## config.mk

```make
export PLATFORM = sky130hd
export DESIGN_NAME = dhcp_reply_parser
export DESIGN_NICKNAME = d
export VERILOG_FILES = /design/src/dhcprp_pkg.sv /design/src/dhcp_reply_parser.sv
export SDC_FILE = /design/constraint.sdc
export NUM_CORES = 1
export LEC_CHECK = 0
export ABC_AREA = 1
export BUFFER_PORTS_ARGS = -buffer_cell sky130_fd_sc_hd__buf_2
export CORE_MARGIN = 2
export CORE_UTILIZATION = 25
export DETAILED_ROUTE_END_ITERATION = 16
export GPL_ROUTABILITY_DRIVEN = 0
export HOLD_SLACK_MARGIN = 0.06
export PLACE_DENSITY = 0.5
export SYNTH_ARGS = -nofsm -noshare
export SYNTH_HDL_FRONTEND = slang
export SYNTH_SLANG_ARGS = --single-unit
```

## constraint.sdc

```tcl
create_clock -name clk -period 6.5 [get_ports clk]
set_clock_uncertainty 0.05 [all_clocks]
set_input_delay 0.975 -clock clk [delete_from_list [all_inputs] [get_ports clk]]
set_output_delay 0.975 -clock clk [all_outputs]
set_load 0.005 [all_outputs]
```

## src/dhcprp_pkg.sv

```systemverilog
// ----------------------------------------------------------------------------
// dhcprp_pkg
// Shared types and constants of the DHCP reply parser: header offsets,
// option codes, configuration register indexes and the option walk phases.
// ----------------------------------------------------------------------------
`default_nettype none

package dhcprp_pkg;

	localparam int unsigned CFG_INDEX_W = 2;
	localparam int unsigned CFG_DATA_W  = 48;

	localparam logic [CFG_INDEX_W-1:0] REG_CLIENT_MAC     = 2'd0;
	localparam logic [CFG_INDEX_W-1:0] REG_TRANSACTION_ID = 2'd1;

	localparam logic [47:0] CLIENT_MAC_RESET     = 48'h0;
	localparam logic [31:0] TRANSACTION_ID_RESET = 32'hADDE_1223;

	localparam int unsigned POS_OP         = 0;
	localparam int unsigned POS_XID_FIRST  = 4;
	localparam int unsigned POS_XID_LAST   = 7;
	localparam int unsigned POS_YIP_FIRST  = 16;
	localparam int unsigned POS_YIP_LAST   = 19;
	localparam int unsigned POS_MAC_FIRST  = 28;
	localparam int unsigned POS_MAC_LAST   = 33;
	localparam int unsigned POS_OPT_BASE   = 240;

	localparam logic [7:0] OP_BOOTREPLY = 8'd2;

	localparam logic [7:0] OPT_PAD      = 8'd0;
	localparam logic [7:0] OPT_SUBNET   = 8'd1;
	localparam logic [7:0] OPT_ROUTER   = 8'd3;
	localparam logic [7:0] OPT_DNS      = 8'd6;
	localparam logic [7:0] OPT_LEASE    = 8'd51;
	localparam logic [7:0] OPT_MSG_TYPE = 8'd53;
	localparam logic [7:0] OPT_SERVER   = 8'd54;
	localparam logic [7:0] OPT_END      = 8'd255;

	localparam int unsigned KEPT_SLOTS = 6;
	localparam logic [2:0] SLOT_YIP    = 3'd0;
	localparam logic [2:0] SLOT_SUBNET = 3'd1;
	localparam logic [2:0] SLOT_ROUTER = 3'd2;
	localparam logic [2:0] SLOT_DNS    = 3'd3;
	localparam logic [2:0] SLOT_SERVER = 3'd4;
	localparam logic [2:0] SLOT_LEASE  = 3'd5;

	localparam logic [2:0] CAPTURE_FULL = 3'd4;

	typedef enum logic [2:0] {
		PH_CODE  = 3'b001,
		PH_LEN   = 3'b010,
		PH_VALUE = 3'b100
	} tlv_phase_t;

	typedef logic [31:0] word_t;

endpackage

`default_nettype wire

```

## src/dhcp_reply_parser.sv

```systemverilog
// ----------------------------------------------------------------------------
// dhcp_reply_parser
// Byte-serial DHCP reply header check and option extractor.
// ----------------------------------------------------------------------------
// Bytes of one reply enter one per cycle from offset zero; each byte is held
// in an input register and then updates the header check, the option walk
// and the stored addresses, so the block sustains one byte per clock. The
// byte marked last_byte produces one result, passing from the input register
// to an output register: the accept verdict, the message type of this packet
// and the six stored values, which persist across packets and are reported
// in rejects too. Only a last byte waiting behind an unread result stalls
// the input; other bytes keep flowing while a result is held.
// ----------------------------------------------------------------------------
`default_nettype none

module dhcp_reply_parser #(
	parameter int unsigned MAX_PACKET_BYTES = 1500
) (
	input  wire logic                               clk,
	input  wire logic                               arst_n,
	input  wire logic                               cfg_we,
	input  wire logic [dhcprp_pkg::CFG_INDEX_W-1:0] cfg_index,
	input  wire logic [dhcprp_pkg::CFG_DATA_W-1:0]  cfg_data,
	input  wire logic                               in_valid,
	output logic                                    in_stall,
	input  wire logic [7:0]                         data_byte,
	input  wire logic                               last_byte,
	output logic                                    out_valid,
	input  wire logic                               out_stall,
	output logic                                    accepted,
	output logic [7:0]                              message_type,
	output logic [31:0]                             your_ip,
	output logic [31:0]                             subnet_mask,
	output logic [31:0]                             router_addr,
	output logic [31:0]                             dns_addr,
	output logic [31:0]                             server_ident,
	output logic [31:0]                             lease_seconds
);

	import dhcprp_pkg::*;

	localparam int unsigned PosW = $clog2(MAX_PACKET_BYTES + 1);
	localparam logic [PosW-1:0] PosMax = PosW'(MAX_PACKET_BYTES);

	logic [47:0] client_mac_q;
	logic [31:0] transaction_id_q;

	logic        valid_s1;
	logic [7:0]  byte_s1;
	logic        last_s1;
	logic        advance;

	logic [PosW-1:0] pos_q, pos_d;
	logic            match_q, match_d;
	word_t           pend_yip_q, pend_yip_d;
	tlv_phase_t      phase_q, phase_d;
	logic [7:0]      code_q, code_d;
	logic [7:0]      skip_q, skip_d;
	logic [2:0]      cap_cnt_q, cap_cnt_d;
	word_t           cap_shift_q, cap_shift_d;
	logic            end_q, end_d;
	logic [7:0]      type_q, type_d;
	word_t           kept_q [KEPT_SLOTS];
	word_t           kept_d [KEPT_SLOTS];

	logic [PosW-1:0] mac_off;
	logic [7:0]      xid_byte, mac_byte;
	logic            acc;
	logic            store_en;
	logic [2:0]      store_slot;
	logic            slot_hit;

	logic            out_valid_q;

	// configuration
	always_ff @(posedge clk or negedge arst_n) begin
		if (!arst_n) begin
			client_mac_q     <= CLIENT_MAC_RESET;
			transaction_id_q <= TRANSACTION_ID_RESET;
		end else if (cfg_we) begin
			unique case (cfg_index)
				REG_CLIENT_MAC:     client_mac_q <= cfg_data;
				REG_TRANSACTION_ID: transaction_id_q <= cfg_data[31:0];
				default: ;
			endcase
		end
	end

	// input register: hold a last byte while the previous result waits
	assign advance  = valid_s1 && !(last_s1 && out_valid_q && out_stall);
	assign in_stall = valid_s1 && !advance;

	always_ff @(posedge clk or negedge arst_n) begin
		if (!arst_n) begin
			valid_s1 <= 1'b0;
		end else if (!in_stall) begin
			valid_s1 <= in_valid;
		end
	end

	always_ff @(posedge clk) begin
		if (!in_stall && in_valid) begin
			byte_s1 <= data_byte;
			last_s1 <= last_byte;
		end
	end

	always_comb begin
		unique case (pos_q[1:0])
			2'd0:    xid_byte = transaction_id_q[31:24];
			2'd1:    xid_byte = transaction_id_q[23:16];
			2'd2:    xid_byte = transaction_id_q[15:8];
			default: xid_byte = transaction_id_q[7:0];
		endcase
		mac_off = pos_q - PosW'(POS_MAC_FIRST);
		unique case (mac_off[2:0])
			3'd0:    mac_byte = client_mac_q[47:40];
			3'd1:    mac_byte = client_mac_q[39:32];
			3'd2:    mac_byte = client_mac_q[31:24];
			3'd3:    mac_byte = client_mac_q[23:16];
			3'd4:    mac_byte = client_mac_q[15:8];
			3'd5:    mac_byte = client_mac_q[7:0];
			default: mac_byte = 8'h00;
		endcase
	end

	always_comb begin
		unique case (code_q)
			OPT_SUBNET: begin store_slot = SLOT_SUBNET; slot_hit = 1'b1; end
			OPT_ROUTER: begin store_slot = SLOT_ROUTER; slot_hit = 1'b1; end
			OPT_DNS:    begin store_slot = SLOT_DNS;    slot_hit = 1'b1; end
			OPT_SERVER: begin store_slot = SLOT_SERVER; slot_hit = 1'b1; end
			OPT_LEASE:  begin store_slot = SLOT_LEASE;  slot_hit = 1'b1; end
			default:    begin store_slot = SLOT_YIP;    slot_hit = 1'b0; end
		endcase
	end

	// per-byte update
	always_comb begin
		pos_d       = pos_q;
		match_d     = match_q;
		pend_yip_d  = pend_yip_q;
		phase_d     = phase_q;
		code_d      = code_q;
		skip_d      = skip_q;
		cap_cnt_d   = cap_cnt_q;
		cap_shift_d = cap_shift_q;
		end_d       = end_q;
		type_d      = type_q;
		store_en    = 1'b0;
		for (int i = 0; i < KEPT_SLOTS; i++) begin
			kept_d[i] = kept_q[i];
		end

		if (pos_q < PosMax) begin
			pos_d = pos_q + PosW'(1);
			if (pos_q == PosW'(POS_OP)) begin
				if (byte_s1 != OP_BOOTREPLY) match_d = 1'b0;
			end else if (pos_q >= PosW'(POS_XID_FIRST) && pos_q <= PosW'(POS_XID_LAST)) begin
				if (byte_s1 != xid_byte) match_d = 1'b0;
			end else if (pos_q >= PosW'(POS_YIP_FIRST) && pos_q <= PosW'(POS_YIP_LAST)) begin
				pend_yip_d = {pend_yip_q[23:0], byte_s1};
			end else if (pos_q >= PosW'(POS_MAC_FIRST) && pos_q <= PosW'(POS_MAC_LAST)) begin
				if (byte_s1 != mac_byte) match_d = 1'b0;
			end else if (pos_q >= PosW'(POS_OPT_BASE) && match_q && !end_q) begin
				unique case (phase_q)
					PH_CODE: begin
						if (byte_s1 == OPT_END) begin
							end_d = 1'b1;
						end else if (byte_s1 != OPT_PAD) begin
							code_d  = byte_s1;
							phase_d = PH_LEN;
						end
					end
					PH_LEN: begin
						skip_d      = byte_s1;
						cap_cnt_d   = 3'd0;
						cap_shift_d = '0;
						phase_d     = (byte_s1 == 8'd0) ? PH_CODE : PH_VALUE;
					end
					PH_VALUE: begin
						if (code_q == OPT_MSG_TYPE && cap_cnt_q == 3'd0) type_d = byte_s1;
						if (cap_cnt_q < CAPTURE_FULL) begin
							cap_shift_d = {cap_shift_q[23:0], byte_s1};
							cap_cnt_d   = cap_cnt_q + 3'd1;
							store_en    = (cap_cnt_d == CAPTURE_FULL) && slot_hit;
						end
						skip_d = skip_q - 8'd1;
						if (skip_d == 8'd0) phase_d = PH_CODE;
					end
					default: phase_d = PH_CODE;
				endcase
			end
		end

		if (store_en) kept_d[store_slot] = cap_shift_d;

		acc = match_d && (pos_q >= PosW'(POS_MAC_LAST));
		if (last_s1 && acc) kept_d[SLOT_YIP] = pend_yip_d;
	end

	// packet state: clear on the last byte
	always_ff @(posedge clk or negedge arst_n) begin
		if (!arst_n) begin
			pos_q       <= '0;
			match_q     <= 1'b1;
			pend_yip_q  <= '0;
			phase_q     <= PH_CODE;
			code_q      <= '0;
			skip_q      <= '0;
			cap_cnt_q   <= '0;
			cap_shift_q <= '0;
			end_q       <= 1'b0;
			type_q      <= '0;
			for (int i = 0; i < KEPT_SLOTS; i++) begin
				kept_q[i] <= '0;
			end
		end else if (advance) begin
			for (int i = 0; i < KEPT_SLOTS; i++) begin
				kept_q[i] <= kept_d[i];
			end
			if (last_s1) begin
				pos_q       <= '0;
				match_q     <= 1'b1;
				pend_yip_q  <= '0;
				phase_q     <= PH_CODE;
				code_q      <= '0;
				skip_q      <= '0;
				cap_cnt_q   <= '0;
				cap_shift_q <= '0;
				end_q       <= 1'b0;
				type_q      <= '0;
			end else begin
				pos_q       <= pos_d;
				match_q     <= match_d;
				pend_yip_q  <= pend_yip_d;
				phase_q     <= phase_d;
				code_q      <= code_d;
				skip_q      <= skip_d;
				cap_cnt_q   <= cap_cnt_d;
				cap_shift_q <= cap_shift_d;
				end_q       <= end_d;
				type_q      <= type_d;
			end
		end
	end

	// result register
	always_ff @(posedge clk or negedge arst_n) begin
		if (!arst_n) begin
			out_valid_q <= 1'b0;
		end else if (advance && last_s1) begin
			out_valid_q <= 1'b1;
		end else if (!out_stall) begin
			out_valid_q <= 1'b0;
		end
	end

	always_ff @(posedge clk) begin
		if (advance && last_s1) begin
			accepted      <= acc;
			message_type  <= acc ? type_d : 8'd0;
			your_ip       <= kept_d[SLOT_YIP];
			subnet_mask   <= kept_d[SLOT_SUBNET];
			router_addr   <= kept_d[SLOT_ROUTER];
			dns_addr      <= kept_d[SLOT_DNS];
			server_ident  <= kept_d[SLOT_SERVER];
			lease_seconds <= kept_d[SLOT_LEASE];
		end
	end

	assign out_valid = out_valid_q;

endmodule

`default_nettype wire
```

After elaboration in Yosys (flattened, before gate mapping)
Cells that the tools add are included.

Add/sub/neg operators: 4. Magnitude comparators: 12. Equality and inequality tests: 32. Mux-type cells: 101. Bitwise logic cells: 1. Reductions and logical operators: 43.

Operator list (count): 32-bit two-way mux (15); 8-bit two-way mux (26); 192-bit bitwise mux (1); 192-bit two-way mux (1); 32-bit demux with 3-bit select (1); 32-bit one-hot mux with 2 select lines (1); 3-bit two-way mux (19); 8-bit one-hot mux with 6 select lines (1); 1-bit two-way mux (29); 8-bit by 6-bit equality test with 1-bit output (second input constant) (3); 8-bit one-hot mux with 3 select lines (1); 11-bit by 5-bit greater-or-equal comparator with 1-bit output (second input constant) (2); 11-bit two-way mux (2); 10-bit AND reduction (2); 9-bit AND reduction (2); 1-bit logical AND (16); 8-bit zero test (2); 8-bit != test (2); 8-bit one-hot mux with 2 select lines (1); 3-bit one-hot mux with 5 select lines (1); 3-bit equality test (second input constant) (4); 3-bit != test (second input constant) (4); 11-bit by 1-bit adder with 11-bit output (second input constant) (1); 11-bit by 3-bit greater-or-equal comparator with 1-bit output (second input constant) (1); other kinds (36) (55).

Flip-flop bits (word level): 591. Logic and storage cells: 223.

Depth between registers and ports, before layout
Gate-level depths: netlist (run 1).

Depth after elaboration: 14. Depth in mapped cells: 21. Depth with buffers taken out: 20.

Worst setup path after synthesis (run 1)
OpenSTA, ideal clock, no wires.

Kind: input port to flip-flop. Start: in out_stall. End: reg end_q. Setup time: 338 ps. Arrival: 5780 ps. Required time: 6112 ps. Setup slack: 332 ps. Cell stages on the path: 6. Buffers on the path: 0. Path through: nand3_1 -> nand2_1 -> inv_1 -> nand2_1 -> inv_1 -> o41ai_1.

Cells in the longest elaborated chain, start to end: 4.

Ends and longest elaborated chain: from (decl) (RTL line dhcp_reply_parser.sv:29) `input wire logic out_stall,`; 1-bit logical AND (RTL line dhcp_reply_parser.sv:90) `assign advance = valid_s1 && !(last_s1 && out_valid_q && out_stall);`; 1-bit zero test (RTL line dhcp_reply_parser.sv:90); 1-bit logical AND (RTL line dhcp_reply_parser.sv:90); 9-bit AND reduction (no line); to (signal assigned) (RTL line dhcp_reply_parser.sv:242) `end_q <= end_d;`; to (decl) (RTL line dhcp_reply_parser.sv:61) `logic end_q, end_d;`.

No other way between the ends. A chain may end at the register's enable or synchronous reset.

==> metrics.md, run 1 <==
| Metric | Value |
|---|---|
| Synth top area share | `31.64%` |
| Die area | `0.1176 mm^2` |
| Status | `finished, final reports clean` |
| Hold_buf cts | `0` |
| Fill count | `12,070` |
| First-pass GRT wire length | `128.9 mm` |
| Drt pass-1 iters | `7` |
| CTS max path bufs | `3` |
| Setup CP Type | `flop to flop` |
| Row count | `124` |
| Clk_lat worst skew | `650 ps` |
| Layout area overhead | `17.31%` |
| Number of nets with antenna violations after routing | `0` |
| Share of cells above drive strength 1 | `18.58%` |
| Hold Vio Cnt, Final | `0` |
| Post-Route WL | `84.65 mm` |
| Min Hold Slack | `353.1 ps` |
| P_sw | `3.222 mW` |
| Via count | `22,070` |
| Reg2reg path depth | `18` |
| Cts repair resizes | `0` |
| CTS tree | `done` |
| Core box area | `0.1142 mm^2` |
| Clock Tree Root | `clkbuf_16` |
| DR iter-0 viols | `1,526` |
| Startpoint type of the worst setup path | `flop` |
| Setup bufs post-CTS | `0` |
| Synth Cell Area | `0.02871 mm^2` |
| Yosys warning count | `0` |
| Net Sw Frac | `29.77%` |
| WP data arrival | `4520 ps` |
| # IOs | `267` |
| Clock share of power | `37.4%` |
| Initial antenna violation count | `1` |
| Initial Util | `25.14%` |
| Post-synth EDFFs | `210` |
| Post-layout util | `29.50%` |
| Clk pin slew, worst setup/hold paths | `60 ps` |
| H-tree depth | `3` |
| Distinct cells, synth | `55` |
| Diode count | `0` |
| Avg Vias per Cell | `4.414` |
| CP endpoint kind | `flop` |
| Required time of the worst setup path | `6830 ps` |
| P_leak | `14.38 nW` |
| Commonest non-fill, non-tap cell in the layout | `nand2_1` |
| Avg Inst Size Synth | `8.813 um^2` |
| Part of the cycle the worst path needs | `64.50%` |
| RSZ-0062 raised after global routing | `false` |
| Setup WS post-layout | `2308 ps` |
| Comb pwr share | `18.1%` |
| Fraction of the yosys area taken by sequential cells | `55.25%` |
| Internal power | `7.600 mW` |
| Die Span X | `342.9 um` |
| Seq cells post-synth | `591` |
| FMAX | `238.5 MHz` |
| Placed wire-length estimate | `53.92 mm` |
| CTS Buf Count | `74` |
| Final Instance Area | `0.03368 mm^2` |
| Post-DP Area | `0.03131 mm^2` |
| PortBufs | `266` |
| Commonest cells after routing, fill and taps aside | `nand2_1, o21ai_0, dfrtp_1, inv_1, buf_2` |
| Slew Limit Fails | `0` |
| Post-synth ARST share | `64.47%` |
| Vias in the first global route | `20,790` |
| Final setup fails | `0` |
| Tmin final | `4192 ps` |
| Mapped Cells | `3,258` |
| Die Y | `342.9 um` |
| Worst-path fanout max | `34` |
| Reg area | `0.01586 mm^2` |
| Grt ovf | `0` |
| DR WL/cell | `16.93 um` |
| Mapped Nets | `3,333` |
| Place WS | `2311 ps` |
| HP Class | `input port to async pin` |
| # DRC | `0` |
| Synth area leader | `dfrtp_1` |
| Maximum vdd drop | `0.1700 mV` |
| Max-Cap Viols | `0` |
| Multi-input gate area | `0.01054 mm^2` |
| Largest net degree at the start of global routing | `260` |
| TNS Setup | `0 ps` |
| Flop pwr share | `44.6%` |
| GRT Total Usage | `14.27%` |
| Ys flop type | `dfrtp_1` |
| Layout Nets | `3,500` |
| Worst-Margin Slew | `1210 ps` |
| Clock sink total | `591` |
| Pwr/cell area | `321.3 mW/mm^2` |
| Largest cells by area after synthesis | `dfrtp_1, edfxtp_1, nand2_1` |
| Slew headroom | `19.32%` |
## logic make-up (layout without fill, tap and decap cells)
group | Yosys count | after routing | share of synthesized area [%]
and+or+nand+nor | 1238 | 1238 | 17.94
AOI/OAI and AO/OA | 833 | 833 | 17.38
DFF | 591 | 591 | 55.25
buffers and inverters | 565 | 794 | 8.232
muxes | 13 | 13 | 0.5098
adders and majority gates | 11 | 11 | 0.4793
xor gates and xnor gates | 7 | 7 | 0.2135
## synthesized netlist by cell type (6+ instances only)
master      n
a21oi_1    30
a21oi_2    31
and2_1     32
buf_1      19
buf_2      41
buf_4      20
buf_6      15
clkbuf_1  107
dfrtp_1   363
dfstp_2    18
edfxtp_1  210
ha_1       11
inv_1     354
inv_2       6
mux2_2     13
nand2_1   916
nand3_1   110
nand4_1    45
nor2_1    100
o21ai_0   498
o21ai_1    41
o21ai_2   146
o22ai_1    64
o31ai_1    11
xor2_1      6
## routing by layer
metal	track usage [%]	vias to the layer above	share of wire, %
met4	4.958	2	2.9
met3	2.881	122	4.9
li1	-	11130	-
met1	19.36	10400	46
met2	22.58	405	46
met5	0	-	0.015
## final cells by class
cell class / count / area share [%]
flip-flops and latches: 591 / 47.10
multi-input cells: 2102 / 31.29
clock buffers: 108 / 6.152
well taps: 1512 / 5.617
repair buffers: 294 / 4.866
inverters: 362 / 4.086
clock inverters: 30 / 0.8915
## worst max-delay path, stage by stage (launching register included)
cell and delay [ps]:
dfrtp_1 430, inv_1 150, ha_1 850, inv_1 80
nor2_1 260, nand2_1 80, nand2_1 60, nor2_1 50
nand2_1 80, nand2_1 50, nand2_1 80, nand2_1 50
nor2_1 90, nand2_1 70, nand2_1 70, nand2_2 70
a21oi_4 840, nand4_1 270, and2_1 230
## final timing paths
kind	startpoint	end	slack, ps
max	pos_q[0]	your_ip[13]	2310
min	arst_n	kept_q[65]	350
max reg2reg	pos_q[0]	your_ip[13]	2310
min reg2reg	end_q	end_q	420
max in group asynchronous	arst_n	kept_q[48]	4540
min in group clk	end_q	end_q	420
## through the flow
step	cells	total power, mW
2_1_floorplan	3258	6.223
3_3_place_gp	4861	6.836
3_5_place_dp	4861	6.876
4_1_cts	4999	11.00
5_1_grt	4999	11.46
6_report	4999	10.82
## power groups by stage
stage          sequential [mW]  clock, mW  combinational [mW]
2_1_floorplan             4.82          0                1.41
3_3_place_gp              4.89          0                1.94
3_5_place_dp              4.90          0                1.97
4_1_cts                   4.84       4.18                1.99
5_1_grt                   4.89       4.31                2.27
6_report                  4.83       4.04                1.95
## flip-flops by register name (all words and copies together), names as in the netlist, 11 cells and up
signal / count
transaction_id_q: 32
dns_addr: 32
server_ident: 32
client_mac_q: 48
subnet_mask: 32
pend_yip_q: 32
lease_seconds: 32
kept_q: 192
router_addr: 32
your_ip: 32
cap_shift_q: 32
pos_q: 11
Note: power is estimated with default switching activity, not from simulation.
==> run 2, diff against run 1 <==
clock period = 3.9 ns   (was 6.5 ns; I/O delays follow)
==> run 2 against run 1 <==
Sequential share of layout area down 0.78 points. Sequential power up 67%. Cell count up 0.68%. Worst setup slack worse by 1800 ps. Count of clock-buffer cells in the layout down 15. Utilization up 0.50 points. Via count up 1.5%. Largest cell class unchanged. Wire length up 0.43%.
==> metrics.md, run 2 (same netlist as run 1, synthesis figures left out) <==
| Metric | Value |
|---|---|
| Status | `finished, final reports clean` |
| Pwr/cell area | `539.1 mW/mm^2 (+68%)` |
| Vias in the first global route | `20,760 (-0.14%)` |
| CTS Buf Count | `72 (-2.7%)` |
| Largest net degree at the start of global routing | `208 (-20%)` |
| HP Class | `input port to flop` |
| RSZ-0062 raised after global routing | `false` |
| Layout area overhead | `19.28%` |
| Worst-Margin Slew | `1112 ps (-98.33 ps)` |
| Die Span X | `342.9 um (unchanged)` |
| Top Registers | `kept_q (192), client_mac_q (48)` |
| Maximum vdd drop | `0.2414 mV (+42%)` |
| Final setup fails | `0 (unchanged)` |
| Commonest cells after routing, fill and taps aside | `nand2_1, o21ai_0, dfrtp_1, inv_1, buf_2` |
| Die Y | `342.9 um (unchanged)` |
| Post-Route WL | `85.01 mm (+0.43%)` |
| # DRC | `0 (unchanged)` |
| Worst-path fanout max | `14 (-59%)` |
| CTS tree | `done` |
| Placed wire-length estimate | `56.51 mm (+4.8%)` |
| Die area | `0.1176 mm^2 (unchanged)` |
| Largest Register | `kept_q` |
| GR Util met1 | `19.37% (about the same)` |
| GRT Total Usage | `14.22% (-0.050 points)` |
| Setup CP Type | `flop to flop` |
| Initial antenna violation count | `1 (unchanged)` |
| CP endpoint kind | `flop` |
| Required time of the worst setup path | `4230 ps (-2600 ps)` |
| Number of flip-flops under the largest register name | `192 (unchanged)` |
| Grt met3 use | `1.973% (-0.91 points)` |
| Commonest non-fill, non-tap cell in the layout | `nand2_1` |
| P_leak | `14.68 nW (+2.1%)` |
| Gr busiest metal | `met2` |
| Tmin final | `3401 ps (-790.9 ps)` |
| FMAX | `294.0 MHz (+23%)` |
| DR iter-0 viols | `1,589 (+4.1%)` |
| Clk_lat worst skew | `650 ps (about the same)` |
| Number of nets with antenna violations after routing | `0 (unchanged)` |
| First-pass GRT wire length | `129.0 mm (+0.12%)` |
| Hold Vio Cnt, Final | `0 (unchanged)` |
| WP data arrival | `3730 ps (-790 ps)` |
| Final std cells w/o fill | `5,033 (+0.68%)` |
| Slew Limit Fails | `0 (unchanged)` |
| PortBufs | `266 (unchanged)` |
| Grt ovf | `0 (unchanged)` |
| TNS Setup | `0 ps (unchanged)` |
| Drt pass-1 iters | `7 (unchanged)` |
| Startpoint type of the worst setup path | `flop` |
| Place WS | `572.4 ps (-1739 ps)` |
| Core box area | `0.1142 mm^2 (unchanged)` |
| Dpl cells | `4,893 (+0.66%)` |
| Met2 Track Usage GR | `23.51% (+0.93 points)` |
| Part of the cycle the worst path needs | `87.21% (+23 points)` |
| Share of cells above drive strength 1 | `19.46% (+0.88 points)` |
| DR WL/cell | `16.89 um (-0.25%)` |
| Slew headroom | `25.70% (+6.4 points)` |
| Layout Nets | `3,537 (+1.1%)` |
| CTS max path bufs | `3 (unchanged)` |
| Avg Vias per Cell | `4.448 (+0.78%)` |
| Total power | `18.46 mW (+71%)` |
| Clock Tree Root | `clkbuf_16` |
| Setup WS post-layout | `498.7 ps (-1809 ps)` |
| H-tree depth | `3 (unchanged)` |
| Via count | `22,390 (+1.5%)` |
| Clk pin slew, worst setup/hold paths | `60 ps (about the same)` |
| Row count | `124 (unchanged)` |
| Clock sink total | `591 (unchanged)` |
| Min Hold Slack | `110.5 ps (-242.6 ps)` |
| Initial Util | `25.14% (unchanged)` |
| Max-Cap Viols | `0 (unchanged)` |
| # IOs | `267 (unchanged)` |
## run 2: where the power goes
group / internal (mW) / total [mW] / switching (mW)
Sequential: 7.60 / 8.06 / 0.465
Clock: 4.26 / 7.10 / 2.84
Combinational: 1.25 / 3.30 / 2.06
Total: 13.1 / 18.5 / 5.36
## run 2: critical path, cell delays in order, from the launching register on
cell and delay, ps:
dfrtp_1 420, ha_1 290, ha_1 370, nand2_1 120, nand2_1 60, nor2_1 320
nand3_1 120, nand2_1 100, nand2_1 50, nor2_1 90, nand2_1 80, nand2_1 70
nand2_2 80, a21oi_4 300, buf_4 280, nand4_1 150, and2_1 180
## run 2: worst paths after layout
path | start | to | slack [ps] | cells past startpoint
min in group asynchronous | arst_n | kept_q[89] | 480 | 2
worst max-delay path | pos_q[0] | your_ip[31] | 500 | 16
worst min-delay path | data_byte[2] | byte_s1[2] | 110 | 1
max in group asynchronous | arst_n | out_valid | 2270 | 3
worst min register to register | kept_q[177] | kept_q[177] | 430 | 2
worst max register to register | pos_q[0] | your_ip[31] | 500 | 16
## run 2: routing by layer
layer,vias up,wire (um),share of wire (%)
met5,-,0,0
met4,0,1722,2.0
met3,104,3162,3.7
met2,407,40780,48
met1,10670,39350,46
li1,11210,-,-
## run 2: metrics by stage
step	instance area [um^2]	util (%)
after global placement	31700	27.76
after global routing	34250	29.99
final	34250	29.99
after CTS	34250	29.99
after detailed placement	31700	27.76
after floorplan	28750	-
## run 2: cell type report
type / count / area [um^2]
diodes: 1 / 2.502
clock buffers: 93 / 1972
clock inverters: 39 / 503.0
fillers: 12080 / 79940
inverters: 362 / 1378
multi-input cells: 2102 / 10560
flip-flops and latches: 591 / 15860
well taps: 1512 / 1892
repair buffers: 333 / 2074
## run 2: what timing repair did
item / 4_1_cts / 5_1_grt
endpoints found under the hold margin: 78 / 0
buffers inserted: 0 / 0
hold buffers: 7 / 0
resized for setup: 0 / 0
setup endpoints to repair: 0 / 0
==> run 3, diff against run 2 <==
CORE_UTILIZATION = 30   (was 25)
PLACE_DENSITY = 0.56   (was 0.5)
==> run 3 against run 2 <==
Total power decreased by 1.7%. Maximum frequency is 4.6% higher. Wire length shrank 3.9%. Count of clock-buffer cells in the layout is 4 higher. Critical path type unchanged.
==> metrics.md, run 3 (same netlist as run 1, synthesis figures left out) <==
| Metric | Value |
|---|---|
| Startpoint type of the worst setup path | `flop` |
| Die Span X | `313.4 um (-8.6%)` |
| PortBufs | `266 (unchanged)` |
| H-tree depth | `3 (unchanged)` |
| Place WS | `607.1 ps (+34.68 ps)` |
| Maximum vdd drop | `0.3199 mV (+33%)` |
| CTS max path bufs | `3 (unchanged)` |
| Layout Nets | `3,534 (-0.085%)` |
| CP endpoint kind | `flop` |
| Worst-path fanout max | `62 (+48)` |
| Initial Util | `30.27% (+5.1 points)` |
| Grt ovf | `0 (unchanged)` |
| Clock Tree Root | `clkbuf_16` |
| Die area | `0.09820 mm^2 (-16%)` |
| Via count | `22,380 (-0.058%)` |
| Largest Register | `kept_q` |
| Clk_lat worst skew | `650 ps (about the same)` |
| GRT Total Usage | `16.51% (+2.3 points)` |
| Vias in the first global route | `21,170 (+2.0%)` |
| Worst-Margin Slew | `1135 ps (+23.30 ps)` |
| DR iter-0 viols | `1,707 (+7.4%)` |
| Final std cells w/o fill | `4,786 (-4.9%)` |
| Largest net degree at the start of global routing | `278 (+34%)` |
| HP Class | `input port to flop` |
| Status | `finished, final reports clean` |
| Min Hold Slack | `102.1 ps (-8.394 ps)` |
| Die Y | `313.4 um (-8.6%)` |
| Slew Limit Fails | `0 (unchanged)` |
| Post-DP Area | `0.03128 mm^2 (-1.3%)` |
| RSZ-0062 raised after global routing | `false` |
| Setup WS post-layout | `648.9 ps (+150.3 ps)` |
| Drt pass-1 iters | `5 (-2)` |
| Setup CP Type | `flop to flop` |
| Initial antenna violation count | `1 (unchanged)` |
| P_leak | `14.60 nW (-0.52%)` |
| Post-layout util | `35.59% (+5.6 points)` |
| Final setup fails | `0 (unchanged)` |
| Clk pin slew, worst setup/hold paths | `60 ps (about the same)` |
| TNS Setup | `0 ps (unchanged)` |
| # IOs | `267 (unchanged)` |
| Required time of the worst setup path | `4390 ps (+160 ps)` |
| Slew headroom | `24.33% (-1.4 points)` |
| First-pass GRT wire length | `126.4 mm (-2.1%)` |
| CTS Buf Count | `72 (unchanged)` |
| Avg Vias per Cell | `4.675 (+5.1%)` |
| # DRC | `0 (unchanged)` |
| Pwr/cell area | `537.5 mW/mm^2 (-0.29%)` |
| CTS tree | `done` |
| FMAX | `307.6 MHz (+4.6%)` |
| Placed wire-length estimate | `53.52 mm (-5.3%)` |
| Commonest non-fill, non-tap cell in the layout | `nand2_1` |
| Share of cells above drive strength 1 | `19.49% (+0.034 points)` |
| Total power | `18.15 mW (-1.7%)` |
| Core box area | `0.09487 mm^2 (-17%)` |
| Clock sink total | `591 (unchanged)` |
| Hold Vio Cnt, Final | `0 (unchanged)` |
| Tmin final | `3251 ps (-150.3 ps)` |
| Top Registers | `kept_q (192), client_mac_q (48)` |
| Number of nets with antenna violations after routing | `0 (unchanged)` |
| Dpl cells | `4,644 (-5.1%)` |
| Row count | `113 (-8.9%)` |
| Cts repair resizes | `0 (unchanged)` |
| Post-Route WL | `81.69 mm (-3.9%)` |
| Layout area overhead | `17.59%` |
| WP data arrival | `3740 ps (about the same)` |
| Setup bufs post-CTS | `0 (unchanged)` |
| Final Instance Area | `0.03376 mm^2 (-1.4%)` |
| Number of flip-flops under the largest register name | `192 (unchanged)` |
| Commonest cells after routing, fill and taps aside | `nand2_1, o21ai_0, dfrtp_1, inv_1, buf_2` |
| DR WL/cell | `17.07 um (+1.1%)` |
| Max-Cap Viols | `0 (unchanged)` |
| Part of the cycle the worst path needs | `83.36% (-3.9 points)` |
==> run 3: cell type report <==
| class | count | area [um^2] |
|---|---|---|
| Tap cell | 1265 | 1583 |
| Clock buffer | 97 | 1967 |
| Fill cell | 9690 | 61110 |
| Clock inverter | 37 | 452.9 |
| Inverter | 362 | 1378 |
| Antenna cell | 2 | 5.005 |
| Timing Repair Buffer | 330 | 1949 |
| Multi-Input combinational cell | 2102 | 10560 |
| Sequential cell | 591 | 15860 |
==> run 3: final timing paths <==
path,endpoint,from,depth (start not counted),slack [ps]
worst min-delay path,valid_s1,in_valid,3,100
max in group asynchronous,transaction_id_q[23],arst_n,4,2220
worst max-delay path,kept_q[122],pos_q[2],12,650
min in group asynchronous,kept_q[127],arst_n,2,410
worst max register to register,kept_q[122],pos_q[2],12,650
worst min register to register,kept_q[179],kept_q[179],2,430
==> run 3: power by group <==
| part | leakage (nW) | total [mW] | internal, mW | switching [mW] |
|---|---|---|---|---|
| registers | 6.97 | 8.04 | 7.60 | 0.447 |
| logic | 6.45 | 3.27 | 1.23 | 2.05 |
| clock network | 1.18 | 6.83 | 4.00 | 2.83 |
==> run 3: timing repair <==
item | CTS | global route
hold buffers | 6 | 0
hold endpoints to repair | 48 | 0
setup endpoints to repair | 0 | 0
==> run 3: worst max-delay path: stages (launching register included) <==
cell	delay, ps
dfrtp_1	490
nand3_2	140
nand2_1	60
nand2_1	60
nand2_1	80
nand2_4	370
inv_2	150
nor3_4	540
buf_4	720
nand2_1	140
o21ai_2	110
nand2_1	60
o21ai_0	110
==> run 3: layer usage <==
layer  global-route usage [%]  part of all wire, %  vias up
li1                         -                    -    11200
met1                    22.50                   46    10590
met2                    26.12                   46      473
met3                    3.332                  5.7      122
met4                    5.796                  2.9        0
met5                        0                    0        -
